--- src/rtl/imvs_pkg.sv ---
package imvs_pkg;

    localparam int MAX_VECTOR = 1024;
    localparam int VEC_AW     = $clog2(MAX_VECTOR);

    localparam int INDEX_W    = 10;
    localparam int VALUE_W    = 8;
    localparam int SCALE_W    = 32;
    localparam int VLEN_W     = 11;
    localparam int ROWS_W     = 16;
    localparam int ACC_W      = 32;
    localparam int SUM_W      = ACC_W + 1;
    localparam int RESULT_W   = 61;

    localparam int S_DATA_W   = 56;
    localparam int M_DATA_W   = 80;
    localparam int CFG_DATA_W = 16;

    localparam logic signed [15:0] BIAS_GAIN = 16'sd127;

    typedef enum logic [0:0] {
        REG_VECTOR_LENGTH = 1'b0,
        REG_ROW_COUNT     = 1'b1
    } cfg_reg_t;

    typedef enum logic [1:0] {
        ST_IDLE,
        ST_MAC,
        ST_SCALE,
        ST_EMIT
    } state_t;

    typedef struct packed {
        logic in_ready;
        logic mac;
        logic scale_load;
        logic emit;
    } ctrl_t;

endpackage

--- src/rtl/imvs_scaler.sv ---
module imvs_scaler (
    input  logic                                     clk,
    input  logic                                     load,
    input  logic signed [imvs_pkg::SUM_W-1:0]        sum,
    input  logic        [imvs_pkg::SCALE_W-1:0]      scale,
    output logic signed [imvs_pkg::RESULT_W-1:0]     product
);

    import imvs_pkg::*;

    localparam int PART_W = SCALE_W / 2;
    localparam int PROD_W = SUM_W + PART_W + 1;
    localparam int FULL_W = SUM_W + SCALE_W + 1;

    logic signed [SUM_W-1:0]  sum_reg;
    logic        [PART_W-1:0] scale_hi_reg;
    logic signed [PROD_W-1:0] lo_prod_reg;
    logic signed [PROD_W-1:0] lo_prod_next;
    logic signed [PROD_W-1:0] hi_prod;
    logic signed [FULL_W-1:0] full;

    assign lo_prod_next = sum * $signed({1'b0, scale[PART_W-1:0]});

    always_ff @(posedge clk)
    begin
        if (load)
        begin
            sum_reg      <= sum;
            scale_hi_reg <= scale[SCALE_W-1:PART_W];
            lo_prod_reg  <= lo_prod_next;
        end
    end

    assign hi_prod = sum_reg * $signed({1'b0, scale_hi_reg});
    assign full    = {{(FULL_W-PROD_W){lo_prod_reg[PROD_W-1]}}, lo_prod_reg}
                   + {hi_prod[FULL_W-PART_W-1:0], {PART_W{1'b0}}};
    assign product = full[RESULT_W-1:0];

endmodule

--- config.mk ---
export PLATFORM = sky130hd
export DESIGN_NAME = imvs_scaler
export DESIGN_NICKNAME = d
export VERILOG_FILES = /design/src/rtl/imvs_pkg.sv /design/src/rtl/imvs_scaler.sv
export SDC_FILE = /design/constraint.sdc
export NUM_CORES = 2
export LEC_CHECK = 0
export BUFFER_PORTS_ARGS = -buffer_cell sky130_fd_sc_hd__buf_2
export CAP_MARGIN = 20
export CORE_ASPECT_RATIO = 2
export CORE_MARGIN = 4
export CORE_UTILIZATION = 45
export DETAILED_ROUTE_END_ITERATION = 8
export HOLD_SLACK_MARGIN = 0.03
export PLACE_DENSITY = 0.62
export RECOVER_POWER = 100
export SYNTH_ARGS = -nofsm -noshare
export SYNTH_HDL_FRONTEND = slang
export SYNTH_SLANG_ARGS = --single-unit
export TNS_END_PERCENT = 1
--- constraint.sdc ---
create_clock -name clk -period 12.1 [get_ports clk]
set_clock_uncertainty 0.2 [all_clocks]
set_input_delay 1.21 -clock clk [delete_from_list [all_inputs] [get_ports clk]]
set_output_delay 1.21 -clock clk [all_outputs]
set_load 0.01 [all_outputs]
==> impl_metrics.toml <==
[timing]
drv_slew = 119
rsz0062_at_grt = "false"
layout_min_cycle_time_ps = 11140
max_freq_mhz = 89.8
min_period_over_period_pct = 92.1
setup_viol = 0
slew_headroom_pct = -103
finalHoldViolCount = 0
tightest_slew_ps = 3050
tns_ps = 0

[drt]
ant_nets = 0
vias = 30282
wl_um = 120000
drc_errors = 0
drt_iter0_markers = 1450
dr.pass1.iters = 5
viasPerCell = 5.34
drt-wirelength-per-cell_um = 21.1

[synthesis]
synth_edf_count = 99
synth_nets = 5808
synth_flop_cell = "edfxtp_1"
synth_seq_cells = 99
yosysSeqAreaShare_pct = 7.28
ys.warnings.count = 0
synth_cells = 4500
yosysUniqueCellTypes = 75
synthArstFlopShare_pct = 0
avgSynthCellArea_um2 = 9.07
syn-cell-area_um2 = 40800

[cts]
cts_resized = 0
clk_pin_slew_ps = 80
cts-hold-fix-buffers = 0
cts_tree = "yes"
htree_levels = 3
cts_root_buf = "clkbuf_16"
cts_sinks = 99
cts_buffer_depth = 2
postCtsSetupBuffers = 0
cts_made_buffers = 9

[critical_path]
critPathSlowestCell = "edfxtp_1"
cp-start-kind = "flip-flop"
critPathMostFrequentCell = "fa_1"
crit_fanout = 16
worstSetupPathType = "flip-flop to primary output"
critical_path_arrival_ps = 9730
end_kind = "primary output"
cpPeakStageDelay_ps = 880
required_ps = 10690

[cells_and_area]
drive_gt1_share_pct = 2.30
syn2layout_area_growth_pct = 4.27
largest_reg_flops = 50
fin_nets = 5789

[floorplan]
initial_core_util_pct = 45.3
rows = 156
die_width_um = 221
die_area_um2 = 95900
pin_count = 128
die_h_um = 434
core_um2 = 90200

[run_status]
status = "complete, but fails checks"
violations = "capacitance limit, slew limit"

[global_routing]
grt_pass1_vias = 34919
grtUsageTotal_pct = 25.8
grt.overflow.total = 0
grt_max_degree = 58
antenna_found_initial = 3
grt_pass1_wl_um = 191000

[placed_design]
port_buffers = 127
gp_congestion = 0.918
dp_hpwl_um = 96100

[min_path]
worstHoldPathType = "input port to flip-flop"

[flow_run]
cap_violations = 3
==> cell usage after synthesis (7+ instances only) <==
cell type	count	area share (%)
inv_1	1130	10
fa_1	969	48
nand2_1	729	6.7
and2_1	399	6.1
ha_1	272	8.3
clkbuf_1	174	1.6
a21oi_1	117	1.4
xnor2_1	108	2.3
edfxtp_1	99	7.3
o21ai_0	72	0.88
nor2_1	53	0.49
a21o_1	46	0.85
xor2_1	33	0.71
nand3_1	25	0.31
a211oi_1	18	0.33
o21a_1	18	0.33
nand2b_1	17	0.26
o21bai_1	17	0.31
buf_4	16	0.29
nor2b_1	16	0.25
nand4_1	14	0.21
a31oi_1	13	0.20
nor3_1	13	0.16
o211ai_1	12	0.22
a21boi_0	9	0.17
and3_1	9	0.14
and4_1	8	0.17
o21ai_1	8	0.098
a221oi_1	7	0.15
==> path summary, 6_finish.rpt <==
check                   start               to  slack [ps]  depth (start not counted)
hold / removal      scale[16]  scale_hi_reg[0]         790                          1
setup / recovery  sum_reg[10]      product[54]         960                         29
==> cells in the final DEF (no fill, tap or decap), drive strengths merged, types with 5 or more instances in the layout <==
master,count
a2111oi,6
a211oi,19
a21boi,9
a21o,46
a21oi,119
a221oi,7
a31o,5
a31oi,14
and2,399
and3,10
and4,9
buf,70
clkbuf,100
edfxtp,99
fa,969
ha,272
inv,1134
nand2,729
nand2b,17
nand3,25
nand4,15
nor2,53
nor2b,16
nor3,13
nor4,5
o211ai,12
o21a,19
o21ai,81
o21bai,17
o41ai,6
xnor2,108
xor2,33
==> cells by family after synthesis <==
| kind of cell | Yosys count | synth area share [%] |
|---|---|---|
| and+or+nand+nor | 1308 | 15.3 |
| buffers and inverters | 1321 | 12.3 |
| muxes | 2 | 0.0521 |
| adders and majority gates | 1241 | 55.9 |
| AOI/OAI and AO/OA | 388 | 6.19 |
| xor gates and xnor gates | 141 | 3.03 |
| DFF | 99 | 7.28 |
==> layout make-up <==
cell class,count,area [um^2]
inverters,1130,4240
well taps,1185,1480
clock buffers,9,225
fillers,8913,47600
repair buffers,161,772
diodes,2,5.00
multi-input cells,3080,32800
clock inverters,7,57.6
flip-flops and latches,99,2970
==> metal layers <==
layer  track usage [%]  up-vias  share of wire (%)
met4              14.1        2                6.6
li1                  -    13213                  -
met1              27.1    15704                 33
met5                 0        -              0.017
met3              3.05      355                5.2
met2              49.7     1008                 55
==> worst max-delay path: cells and delay by family, from the launching register on <==
family / cells / cell delay [ps]
adders and majority gates: 8 / 3840
AOI/OAI and AO/OA: 8 / 2280
muxes: 1 / 130
buffers and inverters: 5 / 570
xor gates and xnor gates: 1 / 190
DFF: 1 / 880
and+or+nand+nor: 6 / 1440
==> through the flow <==
stage / instances / setup slack, ps / hold slack (ps) / utilization [%] / area (um^2)
finish: 5673 / 962 / 787 / 47.2 / 42600
global route: 5671 / 558 / 772 / 47.2 / 42600
CTS: 5671 / 1230 / 754 / 47.3 / 42700
detailed placement: 5655 / 1730 / 1190 / 47.0 / 42400
global placement: 5655 / 1770 / 1190 / 47.0 / 42400
floorplan: 4500 / 3100 / 1110 / - / 40800
Power is left out: the tool's default activity adds up to more than one toggle a clock period on the data nets, which glitch-free logic cannot reach.
